### src/hw/rtl/ibsm_pkg.sv
// Shared types and constants for the IMU bias, scale and misalignment compensator.
// Holds action codes, register indexes, queue sizing and the matrix coefficient selector.
// No dependencies.
package ibsm_pkg;

  localparam int COEF_BITS      = 16;
  localparam int REG_BITS       = 3 * COEF_BITS;
  localparam int CFG_INDEX_BITS = 3;
  localparam int QUEUE_DEPTH    = 4;

  localparam logic [1:0] ACT_COMP = 2'd0;
  localparam logic [1:0] ACT_ACC  = 2'd1;
  localparam logic [1:0] ACT_LOAD = 2'd2;
  localparam logic [1:0] ACT_NONE = 2'd3;

  localparam logic [CFG_INDEX_BITS-1:0] REG_GYRO_SCALE  = 3'd0;
  localparam logic [CFG_INDEX_BITS-1:0] REG_GYRO_MIS    = 3'd1;
  localparam logic [CFG_INDEX_BITS-1:0] REG_ACCEL_SCALE = 3'd2;
  localparam logic [CFG_INDEX_BITS-1:0] REG_ACCEL_MIS   = 3'd3;

  // Three Q2.14 ones packed side by side.
  localparam logic [REG_BITS-1:0] SCALE_RESET = 48'h4000_4000_4000;

  // Tag that travels with each item from the front to the back.
  typedef struct packed {
    logic comp;
    logic sat;
  } ibsm_tag_t;

  // Entry (i, j) of the symmetric matrix: scale on the diagonal, the
  // misalignment terms xy, xz, yz elsewhere (their field is i + j - 1).
  function automatic logic signed [COEF_BITS-1:0] mat_coef(
      input logic [REG_BITS-1:0] scale, input logic [REG_BITS-1:0] mis,
      input int i, input int j);
    logic signed [COEF_BITS-1:0] c;
    if (i == j) begin
      c = scale[i*COEF_BITS +: COEF_BITS];
    end else begin
      c = mis[(i+j-1)*COEF_BITS +: COEF_BITS];
    end
    return c;
  endfunction

endpackage

### src/hw/rtl/ibsm_queue.sv
// Short FIFO that separates the front end from the arithmetic back end.
// Depth comes from ibsm_pkg; payload width is a parameter.
module ibsm_queue #(
  parameter int WIDTH = 8
) (
  input  logic             clk,
  input  logic             rst,
  input  logic             push_valid,
  output logic             push_ready,
  input  logic [WIDTH-1:0] push_data,
  output logic             pop_valid,
  input  logic             pop_ready,
  output logic [WIDTH-1:0] pop_data
);
  import ibsm_pkg::*;

  localparam int PTR_BITS = $clog2(QUEUE_DEPTH);
  localparam int CNT_BITS = $clog2(QUEUE_DEPTH + 1);

  logic [WIDTH-1:0]    mem [QUEUE_DEPTH];
  logic [PTR_BITS-1:0] wr_ptr;
  logic [PTR_BITS-1:0] rd_ptr;
  logic [CNT_BITS-1:0] count;
  logic                push;
  logic                pop;

  assign push_ready = count != CNT_BITS'(QUEUE_DEPTH);
  assign pop_valid  = count != '0;
  assign pop_data   = mem[rd_ptr];
  assign push       = push_valid && push_ready;
  assign pop        = pop_valid && pop_ready;

  always_ff @(posedge clk) begin
    if (push) begin
      mem[wr_ptr] <= push_data;
    end
  end

  always_ff @(posedge clk) begin
    if (rst) begin
      wr_ptr <= '0;
      rd_ptr <= '0;
      count  <= '0;
    end else begin
      if (push) begin
        wr_ptr <= (wr_ptr == PTR_BITS'(QUEUE_DEPTH - 1)) ? '0 : wr_ptr + 1'b1;
      end
      if (pop) begin
        rd_ptr <= (rd_ptr == PTR_BITS'(QUEUE_DEPTH - 1)) ? '0 : rd_ptr + 1'b1;
      end
      if (push && !pop) begin
        count <= count + 1'b1;
      end else if (pop && !push) begin
        count <= count - 1'b1;
      end
    end
  end

endmodule

### config.mk
export PLATFORM = sky130hd
export DESIGN_NAME = ibsm_queue
export DESIGN_NICKNAME = d
export VERILOG_FILES = /design/src/hw/rtl/ibsm_pkg.sv /design/src/hw/rtl/ibsm_queue.sv
export SDC_FILE = /design/constraint.sdc
export NUM_CORES = 1
export LEC_CHECK = 0
export BUFFER_PORTS_ARGS = -buffer_cell sky130_fd_sc_hd__buf_2
export CAP_MARGIN = 20
export CORE_MARGIN = 4
export CORE_UTILIZATION = 45
export DETAILED_ROUTE_END_ITERATION = 10
export PLACE_DENSITY = 0.67
export SETUP_SLACK_MARGIN = 0.5
export SLEW_MARGIN = 20
export SYNTH_ARGS = -nofsm -noshare
export SYNTH_HDL_FRONTEND = slang
export SYNTH_SLANG_ARGS = --single-unit
### constraint.sdc
create_clock -name clk -period 2.13 [get_ports clk]
set_clock_uncertainty 0.15 [all_clocks]
set_input_delay 0.1065 -clock clk [delete_from_list [all_inputs] [get_ports clk]]
set_output_delay 0.1065 -clock clk [all_outputs]
set_load 0.1 [all_outputs]
# Word-level counts from Yosys, hierarchy flattened
# Memory sizes are Yosys's and may differ from the RTL's. A register that Yosys moved wholly into a read port is not among the register bits.
# Cells that the tools add are included.
# word_totals
regBits	7
mem_bits_rw	32
inputBits	12
wordCells	27
memories	1
# mem_list
memory	words	word_bits	rd	rd_clocked_by_memory_dff	write_ports	line_no	rtl
mem	4	8	1	1	1	ibsm_queue.sv:20	logic [WIDTH-1:0] mem [QUEUE_DEPTH];
# op_classes
n_addsub	4
eq_ne	3
mux	8
reduce_logical	8
# ops
cell	n
$mux W2	4
$mux W3	2
$add A2 B1 Y2 const B	2
$eq A2 B2 Y1 const B	2
$logic_and A1 B1 Y1	4
$add A3 B1 Y3 const B	1
$ne A3 B3 Y1 const B	1
$reduce_bool A3 Y1	1
$sub A3 B1 Y3 const B	1
$logic_not A1 Y1	2
$mux W1	2
$reduce_bool A2 Y1	1

# Depth between registers and ports, before layout
# depth
word_depth	6
depth_mapped	9

# Worst setup path after synthesis
# Ideal clock, no wire load.
# synth_timing
kind	reg2reg
start	register count[0]
end	register count[2]
setup_time_ns	0.070
t_arrival_ns	2.518
slack_ns	-0.608
path_stages_with_launch	10
n_path_buf	1
path_cell_list	dfxtp_1 or3b_1 clkbuf_2 and2_4 ha_1 inv_1 fa_1 xor2_1 or3_2 a21oi_1
# synth_between
elab_chain_len	5
word_cells_on_any_way	13
classes_between	2 x add/sub; 1 x eq/ne; 2 x mux; 8 x reduce/logical
# synth_lines
element	line_no	rtl
start: declaration	ibsm_queue.sv:23	logic [CNT_BITS-1:0] count;
start signal: assignment	ibsm_queue.sv:52	count <= count + 1'b1;
start signal: assignment	ibsm_queue.sv:54	count <= count - 1'b1;
$ne A3 B3 Y1 (*)	ibsm_queue.sv:27	assign push_ready = count != CNT_BITS'(QUEUE_DEPTH);
via push_ready	ibsm_queue.sv:9	output logic push_ready,
$logic_and A1 B1 Y1 (*)	ibsm_queue.sv:30	assign push = push_valid && push_ready;
via push	ibsm_queue.sv:24	logic push;
$logic_not A1 Y1	ibsm_queue.sv:53	end else if (pop && !push) begin
$logic_and A1 B1 Y1	ibsm_queue.sv:53	
$reduce_bool A2 Y1 (no line)	n/a	
# The timed path passes the listed nets; every way through them passes the cells marked *. The select of a mux whose other input is x is not followed.
# A chain may end at the register's enable or synchronous reset.

# Final worst setup path
# layout_timing
start	register count[2]
end	register count[2]
# layout_between
elab_chain_len	5
word_cells_on_any_way	13
classes_between	2 x add/sub; 1 x eq/ne; 2 x mux; 8 x reduce/logical
# layout_lines
element	line_no
$ne A3 B3 Y1 (*)	ibsm_queue.sv:27
$logic_and A1 B1 Y1 (*)	ibsm_queue.sv:30
via push	ibsm_queue.sv:24
$logic_not A1 Y1	ibsm_queue.sv:53
$logic_and A1 B1 Y1	ibsm_queue.sv:53
$reduce_bool A2 Y1 (no line)	n/a
# Marks and branches as above.

==> results.json <==
{
  "outcome": "complete, no violations",
  "crit_path_end_kind": "flip-flop",
  "area_growth_pct": 34.5,
  "fmax_ghz": 0.490,
  "final_cell_mix": "edfxtp_1 (32), dlygate4sd3_1 (11), buf_2 (11), buf_6 (11), mux4_2 (8)",
  "ir_worst_vdd_mv": 0.680,
  "rsz0062_at_grt": "true",
  "dp_hpwl_um": 1770,
  "synth_fp_nets": 109,
  "syn_inst": 90,
  "cts_tree": "yes",
  "drv_cap": 0,
  "synthDistinctLibCells": 26,
  "cts_buffers": 5,
  "path_clk_slew_ns": 0.12,
  "ys_ff_latch": 41,
  "wirelength_um": 2820,
  "drtPass1Iterations": 4,
  "antenna_cells": 0,
  "dp.cells": 156,
  "dieArea_mm2": 0.00466,
  "clock-sinks": 41,
  "start_util_pct": 47.8,
  "worst_ep_required_time_ns": 2.27,
  "met2_wirelength_um": 1500,
  "top_layer": "met4",
  "nets": 155,
  "tightest_slew_ns": 0.405,
  "hp-class": "primary input to flip-flop",
  "path_cells": "or3b_4 -> and2_4 -> ha_4 -> inv_2 -> fa_2 -> xor2_1 -> or3_4 -> a21oi_2",
  "wl_per_cell_um": 15.4,
  "drive_above_1_share_pct": 48.2,
  "layout.cells.non_filler": 183,
  "fin_crit_ns": 2.04,
  "timing.slew.headroom_pct": 73.0,
  "cp-endpoint": "count[2]$_SDFFE_PP0P_",
  "ff2ff_path_depth": 8,
  "avgSynthCellArea_um2": 18.2,
  "drt-met1-wl_um": 1130,
  "leakagePower_nw": 0.809,
  "cpPeakStageDelay_ns": 0.38,
  "drc": 0,
  "synth_top_area_share_pct": 58.8,
  "gp_congestion": 0.781,
  "synth_warnings": 0,
  "htreeDepth": 2,
  "port_buffers": 21,
  "power_density_mw_per_mm2": 1380,
  "grt_pass1_vias": 968,
  "die_w_um": 68.3,
  "worstReg2RegEnd": "count[2]$_SDFFE_PP0P_",
  "cts_max_path_buffers": 2,
  "ys_seq_area_share_pct": 69.8,
  "vias_per_cell": 5.11,
  "start_kind": "flip-flop",
  "worstPathArrival_ns": 2.18,
  "clock_latency_ns": 0.35,
  "critPathKind": "flip-flop to flip-flop",
  "post-place-ws_ns": -0.00660,
  "grt_overflow": 0,
  "setup_ws_ns": 0.0874,
  "die_y_um": 68.3,
  "core_mm2": 0.00342,
  "period_share_pct": 95.9,
  "synth.top_cells.by_area": "edfxtp_1 (59%), dfxtp_1 (11%), mux4_2 (11%), ha_1 (4.6%), mux2i_1 (1.8%)",
  "vias": 935,
  "syn-cell-area_mm2": 0.00163,
  "grt_pass1_wl_um": 4630,
  "rrSetupSlack_ns": 0.09,
  "met3_wirelength_um": 133,
  "grtUsageTotal_pct": 14.4,
  "drtIter0Drc": 30,
  "hold_viol": 0,
  "r2r-start": "count[2]$_SDFFE_PP0P_",
  "slowest_stage": "dfxtp_4",
  "finalSetupViolCount": 0,
  "slew_violations": 0,
  "rows": 21,
  "io_pins": 22,
  "final_common_cell": "edfxtp_1",
  "crit_start": "count[2]$_SDFFE_PP0P_",
  "yosys.area.top_type": "edfxtp_1",
  "antenna_found_initial": 0,
  "grt_max_degree": 14,
  "cp_max_fo": 4,
  "utilization_pct": 64.3,
  "cts_root_buffer": "clkbuf_4",
  "antenna_left": 0
}
cells in the mapped netlist:
cell type and count:
a21oi_1 2, and2_4 1, and3_2 4, buf_1 1, buf_2 1, clkbuf_1 1
clkbuf_2 1, dfxtp_1 9, edfxtp_1 32, fa_1 1, ha_1 6, inv_1 3
mux2i_1 3, mux4_2 8, nand2_1 1, nand2b_1 2, nand3_1 1, nor2_1 3
nor3_1 1, o21ai_0 1, o31ai_1 1, o31ai_2 1, or3_1 1, or3_2 2
or3b_1 1, xor2_1 2
flip-flops by register name, indices dropped and copies added (netlist names), named ones only:
register  flops
mem          32
count         3
rd_ptr        2
wr_ptr        2
metrics by stage:
stage          hold WS [ns]  setup TNS (ns)  cell area (µm²)  total power, W
3_3_place_gp          0.168               0             1830         0.00230
6_report              0.105               0             2200         0.00303
3_5_place_dp          0.177        -0.00660             1830         0.00234
5_1_grt              0.0986               0             2200         0.00318
4_1_cts              -0.152               0             2150         0.00300
2_1_floorplan        0.0554          -0.152             1680         0.00215
worst max-delay path, delay by kind of cell (launching register included):
kind | cells | cell delay [ns]
and+or+nand+nor | 3 | 0.71
adders and majority gates | 2 | 0.44
DFF | 1 | 0.38
xor gates and xnor gates | 1 | 0.15
AOI/OAI and AO/OA | 1 | 0.11
buffers and inverters | 1 | 0.03
cells by family (layout without fill, tap and decap cells):
family,count (synthesis),count (layout),share of synthesized area [%]
AOI/OAI and AO/OA,5,5,2.14
and+or+nand+nor,17,17,6.51
buffers and inverters,7,54,1.76
xor gates and xnor gates,2,2,1.07
adders and majority gates,7,7,5.82
muxes,11,11,12.9
DFF,41,41,69.8
routing by layer:
| layer | up-vias | track usage (%) |
|---|---|---|
| met5 | - | 0 |
| met4 | 0 | 7.20 |
| met3 | 5 | 4.27 |
| met2 | 17 | 24.9 |
| met1 | 475 | 16.1 |
| li1 | 438 | - |
power by group:
group          switching, W  leakage (nW)  internal (W)
logic              0.000956         0.409      0.000619
registers         0.0000844         0.370       0.00100
clock network      0.000249        0.0310      0.000125
cell type report:
cell class	count	area, µm²
clock buffer	5	37.5
clock inverter	3	17.5
fill	249	1220
inverter	3	11.3
multi-input combinational	42	518
sequential	41	1150
tap	46	57.6
timing repair buffer	43	402
what timing repair did:
item                                   in CTS  in global routing
setup endpoints to repair                  45                 45
resized for setup                          38                  2
endpoints found under the hold margin      41                  8
pin swaps                                   8                  1
setup buffers                               6                  2
hold buffers                                9                  2
how the worst min path moves through the flow:
stage	endpoint	slack, ns	from	cells past startpoint
detailed placement	mem[2][2]$_DFFE_PP_	0.18	push_data[2]	1
global route	mem[2][5]$_DFFE_PP_	0.1	push_valid	2
global placement	mem[1][2]$_DFFE_PP_	0.17	push_data[2]	1
finish	flip-flop	0.10	pop_ready	5
CTS	count[2]$_SDFFE_PP0P_	-0.15	rst	2
floorplan	mem[0][0]$_DFFE_PP_	0.06	push_data[0]	0
Note: power is estimated with default switching activity, not from simulation.
