$ cat config.mk
export PLATFORM = sky130hd
export DESIGN_NAME = ibsm_front_flat
export DESIGN_NICKNAME = d
export VERILOG_FILES = /design/src/hw/rtl/ibsm_pkg.sv /design/src/hw/rtl/ibsm_in_if.sv /design/src/hw/rtl/ibsm_front.sv /design/src/flat_wrapper.sv
export SDC_FILE = /design/constraint.sdc
export NUM_CORES = 1
export LEC_CHECK = 0
export BUFFER_PORTS_ARGS = -buffer_cell sky130_fd_sc_hd__buf_2
export CORE_AREA = 2 2 167 169
export CTS_CLUSTER_SIZE = 24
export DETAILED_ROUTE_END_ITERATION = 8
export DIE_AREA = 0 0 169 171
export GPL_TIMING_DRIVEN = 1
export PLACE_DENSITY = 0.82
export RECOVER_POWER = 50
export SLEW_MARGIN = 20
export SYNTH_ARGS = -nofsm -noshare
export SYNTH_HDL_FRONTEND = slang
export SYNTH_SLANG_ARGS = --single-unit
$ cat constraint.sdc
create_clock -name clk -period 6.5 [get_ports clk]
set_clock_uncertainty 0.2 [all_clocks]
set_input_delay 0.975 -clock clk [delete_from_list [all_inputs] [get_ports clk]]
set_output_delay 0.975 -clock clk [all_outputs]
set_load 0.1 [all_outputs]
$ cat src/hw/rtl/ibsm_pkg.sv
// Shared types and constants for the IMU bias, scale and misalignment compensator.
// Holds action codes, register indexes, queue sizing and the matrix coefficient selector.
// No dependencies.
package ibsm_pkg;

  localparam int COEF_BITS      = 16;
  localparam int REG_BITS       = 3 * COEF_BITS;
  localparam int CFG_INDEX_BITS = 3;
  localparam int QUEUE_DEPTH    = 4;

  localparam logic [1:0] ACT_COMP = 2'd0;
  localparam logic [1:0] ACT_ACC  = 2'd1;
  localparam logic [1:0] ACT_LOAD = 2'd2;
  localparam logic [1:0] ACT_NONE = 2'd3;

  localparam logic [CFG_INDEX_BITS-1:0] REG_GYRO_SCALE  = 3'd0;
  localparam logic [CFG_INDEX_BITS-1:0] REG_GYRO_MIS    = 3'd1;
  localparam logic [CFG_INDEX_BITS-1:0] REG_ACCEL_SCALE = 3'd2;
  localparam logic [CFG_INDEX_BITS-1:0] REG_ACCEL_MIS   = 3'd3;

  // Three Q2.14 ones packed side by side.
  localparam logic [REG_BITS-1:0] SCALE_RESET = 48'h4000_4000_4000;

  // Tag that travels with each item from the front to the back.
  typedef struct packed {
    logic comp;
    logic sat;
  } ibsm_tag_t;

  // Entry (i, j) of the symmetric matrix: scale on the diagonal, the
  // misalignment terms xy, xz, yz elsewhere (their field is i + j - 1).
  function automatic logic signed [COEF_BITS-1:0] mat_coef(
      input logic [REG_BITS-1:0] scale, input logic [REG_BITS-1:0] mis,
      input int i, input int j);
    logic signed [COEF_BITS-1:0] c;
    if (i == j) begin
      c = scale[i*COEF_BITS +: COEF_BITS];
    end else begin
      c = mis[(i+j-1)*COEF_BITS +: COEF_BITS];
    end
    return c;
  endfunction

endpackage

$ cat src/hw/rtl/ibsm_in_if.sv
// Input channel of the compensator: one item with an action and six samples.
// Width follows SAMPLE_BITS; no other dependencies.
interface ibsm_in_if #(parameter int SAMPLE_BITS = 16);
  logic                          valid;
  logic                          ready;
  logic [1:0]                    action;
  logic signed [SAMPLE_BITS-1:0] gyro_x;
  logic signed [SAMPLE_BITS-1:0] gyro_y;
  logic signed [SAMPLE_BITS-1:0] gyro_z;
  logic signed [SAMPLE_BITS-1:0] accel_x;
  logic signed [SAMPLE_BITS-1:0] accel_y;
  logic signed [SAMPLE_BITS-1:0] accel_z;

  modport source (output valid, action, gyro_x, gyro_y, gyro_z, accel_x, accel_y, accel_z,
                  input ready);
  modport sink (input valid, action, gyro_x, gyro_y, gyro_z, accel_x, accel_y, accel_z,
                output ready);
endinterface

$ cat src/hw/rtl/ibsm_front.sv
// Front end: accepts items, keeps the bias stores and applies bias actions in order.
// Compensate items leave with their bias differences. Uses ibsm_pkg and ibsm_in_if.
module ibsm_front #(
  parameter int SAMPLE_BITS = 16
) (
  input  logic                              clk,
  input  logic                              rst,
  ibsm_in_if.sink                           samples,
  output logic                              push_valid,
  input  logic                              push_ready,
  output ibsm_pkg::ibsm_tag_t               push_tag,
  output logic [5:0][SAMPLE_BITS:0]         push_vals
);
  import ibsm_pkg::*;

  localparam int DW = SAMPLE_BITS + 1;

  logic signed [SAMPLE_BITS-1:0] raw       [6];
  logic signed [SAMPLE_BITS-1:0] bias      [6];
  logic signed [SAMPLE_BITS-1:0] bias_next [6];
  logic signed [DW-1:0]          sum       [6];
  logic signed [SAMPLE_BITS-1:0] clipped   [6];
  logic [5:0]                    hit;
  logic                          accept;

  assign raw[0] = samples.gyro_x;
  assign raw[1] = samples.gyro_y;
  assign raw[2] = samples.gyro_z;
  assign raw[3] = samples.accel_x;
  assign raw[4] = samples.accel_y;
  assign raw[5] = samples.accel_z;

  assign samples.ready = push_ready;
  assign push_valid    = samples.valid;
  assign accept        = samples.valid && push_ready;

  always_comb begin
    for (int k = 0; k < 6; k++) begin
      sum[k] = {raw[k][SAMPLE_BITS-1], raw[k]} + {bias[k][SAMPLE_BITS-1], bias[k]};
      // The sum left the sample range when its two top bits disagree.
      hit[k] = sum[k][DW-1] != sum[k][DW-2];
      if (hit[k]) begin
        clipped[k] = sum[k][DW-1] ? {1'b1, {(SAMPLE_BITS-1){1'b0}}}
                                  : {1'b0, {(SAMPLE_BITS-1){1'b1}}};
      end else begin
        clipped[k] = sum[k][SAMPLE_BITS-1:0];
      end
    end
  end

  always_comb begin
    push_tag = '0;
    for (int k = 0; k < 6; k++) begin
      bias_next[k] = bias[k];
    end
    unique case (samples.action)
      ACT_COMP: begin
        push_tag.comp = 1'b1;
      end
      ACT_ACC: begin
        push_tag.sat = |hit;
        for (int k = 0; k < 6; k++) begin
          bias_next[k] = clipped[k];
        end
      end
      ACT_LOAD: begin
        for (int k = 0; k < 6; k++) begin
          bias_next[k] = raw[k];
        end
      end
      ACT_NONE: begin
      end
      default: begin
      end
    endcase
    for (int k = 0; k < 6; k++) begin
      if (push_tag.comp) begin
        push_vals[k] = {raw[k][SAMPLE_BITS-1], raw[k]} - {bias[k][SAMPLE_BITS-1], bias[k]};
      end else begin
        push_vals[k] = {bias_next[k][SAMPLE_BITS-1], bias_next[k]};
      end
    end
  end

  always_ff @(posedge clk) begin
    if (rst) begin
      for (int k = 0; k < 6; k++) begin
        bias[k] <= '0;
      end
    end else if (accept) begin
      for (int k = 0; k < 6; k++) begin
        bias[k] <= bias_next[k];
      end
    end
  end

endmodule

$ cat src/flat_wrapper.sv
// flat-port wrapper written by rule: the top's interface ports become plain ports
module ibsm_front_flat import ibsm_pkg::*;
#(
  parameter int SAMPLE_BITS = 16
)
  (clk, rst, push_valid, push_ready, push_tag, push_vals, samples_valid, samples_action, samples_gyro_x, samples_gyro_y, samples_gyro_z, samples_accel_x, samples_accel_y, samples_accel_z, samples_ready);
  ibsm_in_if #(.SAMPLE_BITS(SAMPLE_BITS)) samples_i ();
  input  logic clk;
  input  logic rst;
  output logic push_valid;
  input  logic push_ready;
  output ibsm_pkg::ibsm_tag_t push_tag;
  output logic [5:0][SAMPLE_BITS:0] push_vals;
  input wire logic [$bits(samples_i.valid)-1:0] samples_valid;
  input wire logic [$bits(samples_i.action)-1:0] samples_action;
  input wire logic [$bits(samples_i.gyro_x)-1:0] samples_gyro_x;
  input wire logic [$bits(samples_i.gyro_y)-1:0] samples_gyro_y;
  input wire logic [$bits(samples_i.gyro_z)-1:0] samples_gyro_z;
  input wire logic [$bits(samples_i.accel_x)-1:0] samples_accel_x;
  input wire logic [$bits(samples_i.accel_y)-1:0] samples_accel_y;
  input wire logic [$bits(samples_i.accel_z)-1:0] samples_accel_z;
  output wire logic [$bits(samples_i.ready)-1:0] samples_ready;
  assign samples_i.valid = samples_valid;
  assign samples_i.action = samples_action;
  assign samples_i.gyro_x = samples_gyro_x;
  assign samples_i.gyro_y = samples_gyro_y;
  assign samples_i.gyro_z = samples_gyro_z;
  assign samples_i.accel_x = samples_accel_x;
  assign samples_i.accel_y = samples_accel_y;
  assign samples_i.accel_z = samples_accel_z;
  assign samples_ready = samples_i.ready;
  ibsm_front #(.SAMPLE_BITS(SAMPLE_BITS)) u_core (.clk(clk), .rst(rst), .samples(samples_i), .push_valid(push_valid), .push_ready(push_ready), .push_tag(push_tag), .push_vals(push_vals));
endmodule
* After elaboration in Yosys (flattened, before gate mapping)
Memory sizes are Yosys's and may differ from the RTL's. Index checks and enable logic that the tools add are counted.
Operators by class: reductions and logical operators 3, bitwise operators 6, equality and inequality tests 8, add/subtract/negate cells 12, muxes and demuxes 32
Operators by type and width (count):
- two-way mux 16 bit | 18
- case mux 96 bit (2 select lines) | 1
- adder 16 x 16 -> 17 bit | 6
- two-way mux 17 bit | 6
- subtractor 16 x 16 -> 17 bit | 6
- two-way mux 1 bit | 7
- inequality test 1 bit | 6
- bitwise OR 1 bit | 6
- OR reduction 6 bit | 1
- equality test 2 x 1 -> 1 bit, second input constant | 1
- equality test 2 bit, second input constant | 1
- zero test 2 bit | 1
- logical AND 1 bit | 1
Word-level totals: logic and storage cells 62, bits in writable memories 96, memories 1, bits of input ports 102, register bits 0, output and inout bits 106
Memories:
- u_core.bias | depth 6, width 16, read ports 6, clocked after Yosys merged registers in 0, write ports 6, RTL line ibsm_front.sv:19 | logic signed [SAMPLE_BITS-1:0] bias [6];

* Longest topological paths before layout
depth after elaboration 5, depth in mapped cells 21, depth with buffers taken out 18

* Least setup slack after synthesis
OpenSTA, ideal clock, no wires.
path kind input to output, start point input samples_accel_z[0], end point output push_vals[92] (netlist bit), buffers on the path 2, data required time 5.325 ns, setup slack -1.000 ns, arrival 6.325 ns, stages 17, cell sequence ha_1 > fa_1 > nand2b_1 > a221oi_1 > o41ai_1 > a211oi_1 > or4_1 > o21ai_0 > ha_1 > clkbuf_1 > nand3_1 > o311a_1 > clkbuf_1 > o21ai_0 > a21oi_1 > a21oi_1 > o21ai_0
RTL lines:
- from (decl) | RTL line flat_wrapper.sv:21 | input wire logic [$bits(samples_i.accel_z)-1:0] samples_accel_z;
- to (decl) | RTL line flat_wrapper.sv:13 | output logic [5:0][SAMPLE_BITS:0] push_vals;

==> metrics.md <==
| Metric | Value |
|---|---|
| Area after DPL | `about 18000 µm²` |
| Tmin final | `roughly 6.4 ns` |
| Peak supply drop | `approximately 200 µV` |
| Placed cell count | `2643` |
| Total of max-cap violations | `1` |
| Post-synth ARST share | `0%` |
| Starting Density | `a little under 60%` |
| Global-route wire length before repair | `between 70 and 80 mm` |
| Design Power | `0.00425 W` |
| Leakage | `7.92 nW` |
| Post-Syn Area | `between 15000 and 20000 µm²` |
| Largest net degree at the start of global routing | `158` |
| Worst path required time | `5.32 ns` |
| Clk sinks | `96` |
| Most frequent cells after synthesis | `210 x nor2_1, 201 x ha_1, 189 x inv_1` |
| DRC violations left | `0` |
| Dominant cell by count in the synthesized netlist | `nor2_1` |
| PwrDens | `229 nW/µm²` |
| Number of global-route vias before repair | `16200` |
| Worst Path Max Fanout | `5` |
| CP max stage cell | `or4b_4` |
| Crit path kind | `in -> out` |
| Setup crit start kind | `primary input` |
| Final Setup Violations | `0` |
| Final hold vios | `0` |
| Clock Tree Buf Depth | `2` |
| Fin cells | `2669` |
| Violated checks | `capacitance limit, slew limit` |
| Final HPWL DP | `around 36 mm` |
| Biggest register | `u_core.bias` |
| Crit share post-route | `98.3%` |
| Total number of vias | `17000` |
| Site Rows | `61` |
| Relative slew slack | `-110%` |
| FMAX | `157 MHz` |
| Clk_lat worst skew | `0.37 ns` |
| Primary FF master, synth | `edfxtp_1` |
| Number of flip-flops in the largest register | `96` |
| Synthesized Nets | `2500` |
| Seq cells post-synth | `96` |
| DR iter-0 viols | `1672` |
| Critical path arrival | `about 5.2 ns` |
| Post-route ant nets | `0` |
| Layout Utilization | `68.0%` |
| Area Growth Syn to Fin | `14.5%` |
| Global-route usage over all layers | `33.4%` |
| Synth Warn # | `0` |
| Final-report max-slew violation count | `54` |
| TritonCTS Buffers | `9` |
| Seq/Total Area, Yosys | `17.8%` |
| Initial antenna violation count | `8` |
| Worst-path cell chain | `buf_2 -> ha_1 -> fa_1 -> nand2b_1 -> a221oi_1 -> o41ai_1 -> buf_4 -> a211oi_2 -> or4_1 -> o21ai_2 -> ha_1 -> or4b_4 -> o311a_4 -> buf_4 -> o21ai_0 -> nand3_1 -> o21ai_2 -> o21ai_2 -> buf_4` |
| DR pass1 iterations | `5` |
| Routed WL | `50.2 mm` |
| Root buf cell | `clkbuf_16` |
| Final Instance Area | `18600 µm²` |
| H-tree Lvls | `3` |
| Worst R2R Setup Slack | `1.64 ns` |
| WL/cell | `18.8 µm` |
| Netlist cell types | `between 90 and 100` |
| Post-Syn Instances | `roughly 2200` |
| Via-per-instance ratio | `6.37` |
| Layout cells sized above 1 | `about 16%` |
| Number of synthesized flops with an enable pin | `96` |
| Synth top area share | `17.8%` |
| Slew @ Worst Pin | `3.15 ns` |
| Ports | `208` |
| Total Nets Final | `2625` |
| Synth area leader | `edfxtp_1` |
| Setup crit end kind | `output port` |
| Worst Hold Class | `reg -> reg` |
| Die height | `171 µm` |
| Layout filler cell count | `between 2000 and 2500` |
| GR Overflow Total | `0` |
| Status | `finished with violations` |
| Die X-Extent | `approximately 170 µm` |
| Port Buffers | `207` |
| Synth top area cells | `edfxtp_1 18%, ha_1 16%, xnor2_1 5.0%` |
| Biggest regs | `u_core.bias: 96 flops` |
| Worst path max stage delay | `0.50 ns` |
| CTS tree | `built` |
| Core area | `between 20000 and 30000 µm²` |
| Routability cong. | `between 0.9 and 1` |
| RSZ-0062 raised after global routing | `yes` |
| Syn_area_per_cell | `7.42 µm²` |
| Die Footprint | `slightly below 30000 µm²` |
| Clock slew at reported path FFs | `0.08 ns` |
==> layer usage <==
| metal | vias up | wire length (µm) | global-route usage [%] |
|---|---|---|---|
| met2 | 785 | 23400 | 56.5 |
| li1 | 8115 | - | - |
| met4 | 2 | 1360 | 12.0 |
| met5 | - | 9 | 0 |
| met1 | 8011 | 21300 | 43.0 |
| met3 | 99 | 4110 | 5.71 |
==> through the flow <==
stage          TNS (ns)  hold WS (ns)  worst slack [ns]
2_1_floorplan    -0.244         0.416            -0.244
3_3_place_gp          0         0.451            0.0311
3_5_place_dp     -0.706         0.475           -0.0987
4_1_cts               0         0.495          0.000140
5_1_grt         -0.0830         0.524           -0.0302
6_report              0         0.494             0.113
==> final cells by class <==
cell class	instances	area (µm²)	share of cell area, %
antenna	8	20.0	0.108
clock buffer	10	229	1.23
clock inverter	6	52.6	0.283
inverter	191	719	3.87
multi-input combinational	1766	12500	67.1
sequential	96	2880	15.5
tap	346	433	2.33
timing repair buffer	246	1770	9.54
==> where the power goes <==
group | total, W | leakage, nW | switching (W) | internal (W)
clock | 0.000564 | 0.132 | 0.000297 | 0.000268
combinational | 0.00291 | 6.76 | 0.00204 | 0.000871
sequential | 0.000772 | 1.03 | 0.0000386 | 0.000733
==> cells in the final DEF, fill, tap and decap left out, drive strengths merged, types with 12 or more instances in the layout <==
| cell type | n |
|---|---|
| o22ai | 24 |
| o211ai | 17 |
| nor3 | 106 |
| fa | 12 |
| o31ai | 47 |
| mux2i | 21 |
| a221oi | 26 |
| nor2 | 211 |
| nor3b | 13 |
| xor2 | 34 |
| a21oi | 160 |
| inv | 193 |
| edfxtp | 96 |
| o21a | 24 |
| buf | 234 |
| o21bai | 15 |
| nand2 | 183 |
| nand3 | 53 |
| o21ai | 159 |
| ha | 201 |
| clkbuf | 22 |
| and3 | 17 |
| or3 | 27 |
| nand2b | 30 |
| nor2b | 34 |
| a211oi | 37 |
| a21o | 22 |
| a31oi | 28 |
| xnor2 | 92 |
==> logic make-up (layout without fill, tap and decap cells) <==
family | Yosys count | count (layout) | share of synthesized area, %
mux | 26 | 26 | 1.64
compound gates | 667 | 668 | 27.6
other cells | 0 | 8 | 0
simple gates | 732 | 732 | 21.3
buf+inv | 324 | 453 | 7.75
fa+ha+maj | 214 | 214 | 17.1
xor+xnor | 126 | 126 | 6.85
flops | 96 | 96 | 17.8
==> critical path, delay by kind of cell <==
family	cells	cell delay, ns
AO/OA/AOI/OAI	8	1.52
adder cells (fa/ha/maj)	3	0.82
buffers and inverters	4	0.71
AND/OR/NAND/NOR	4	1.18
==> repair_timing <==
item                                    4_1_cts  5_1_grt
setup buffers                                 0        1
endpoints found under the setup margin       13       15
pin swaps                                     0        3
gates resized for setup                      11       24
hold buffers                                  0        0
endpoints found under the hold margin         0        0
gates cloned                                  0        1
==> worst paths after layout <==
path / startpoint / endpoint / cells past startpoint
worst max-delay path: samples_accel_z[0] / push_vals[91] / 19
worst min-delay path: u_core.bias[4][11] / u_core.bias[4][11] / 2
worst max register to register: u_core.bias[5][0] / u_core.bias[5][0] / 16
worst min register to register: u_core.bias[4][11] / u_core.bias[4][11] / 2
(Power assumes the default switching activity.)
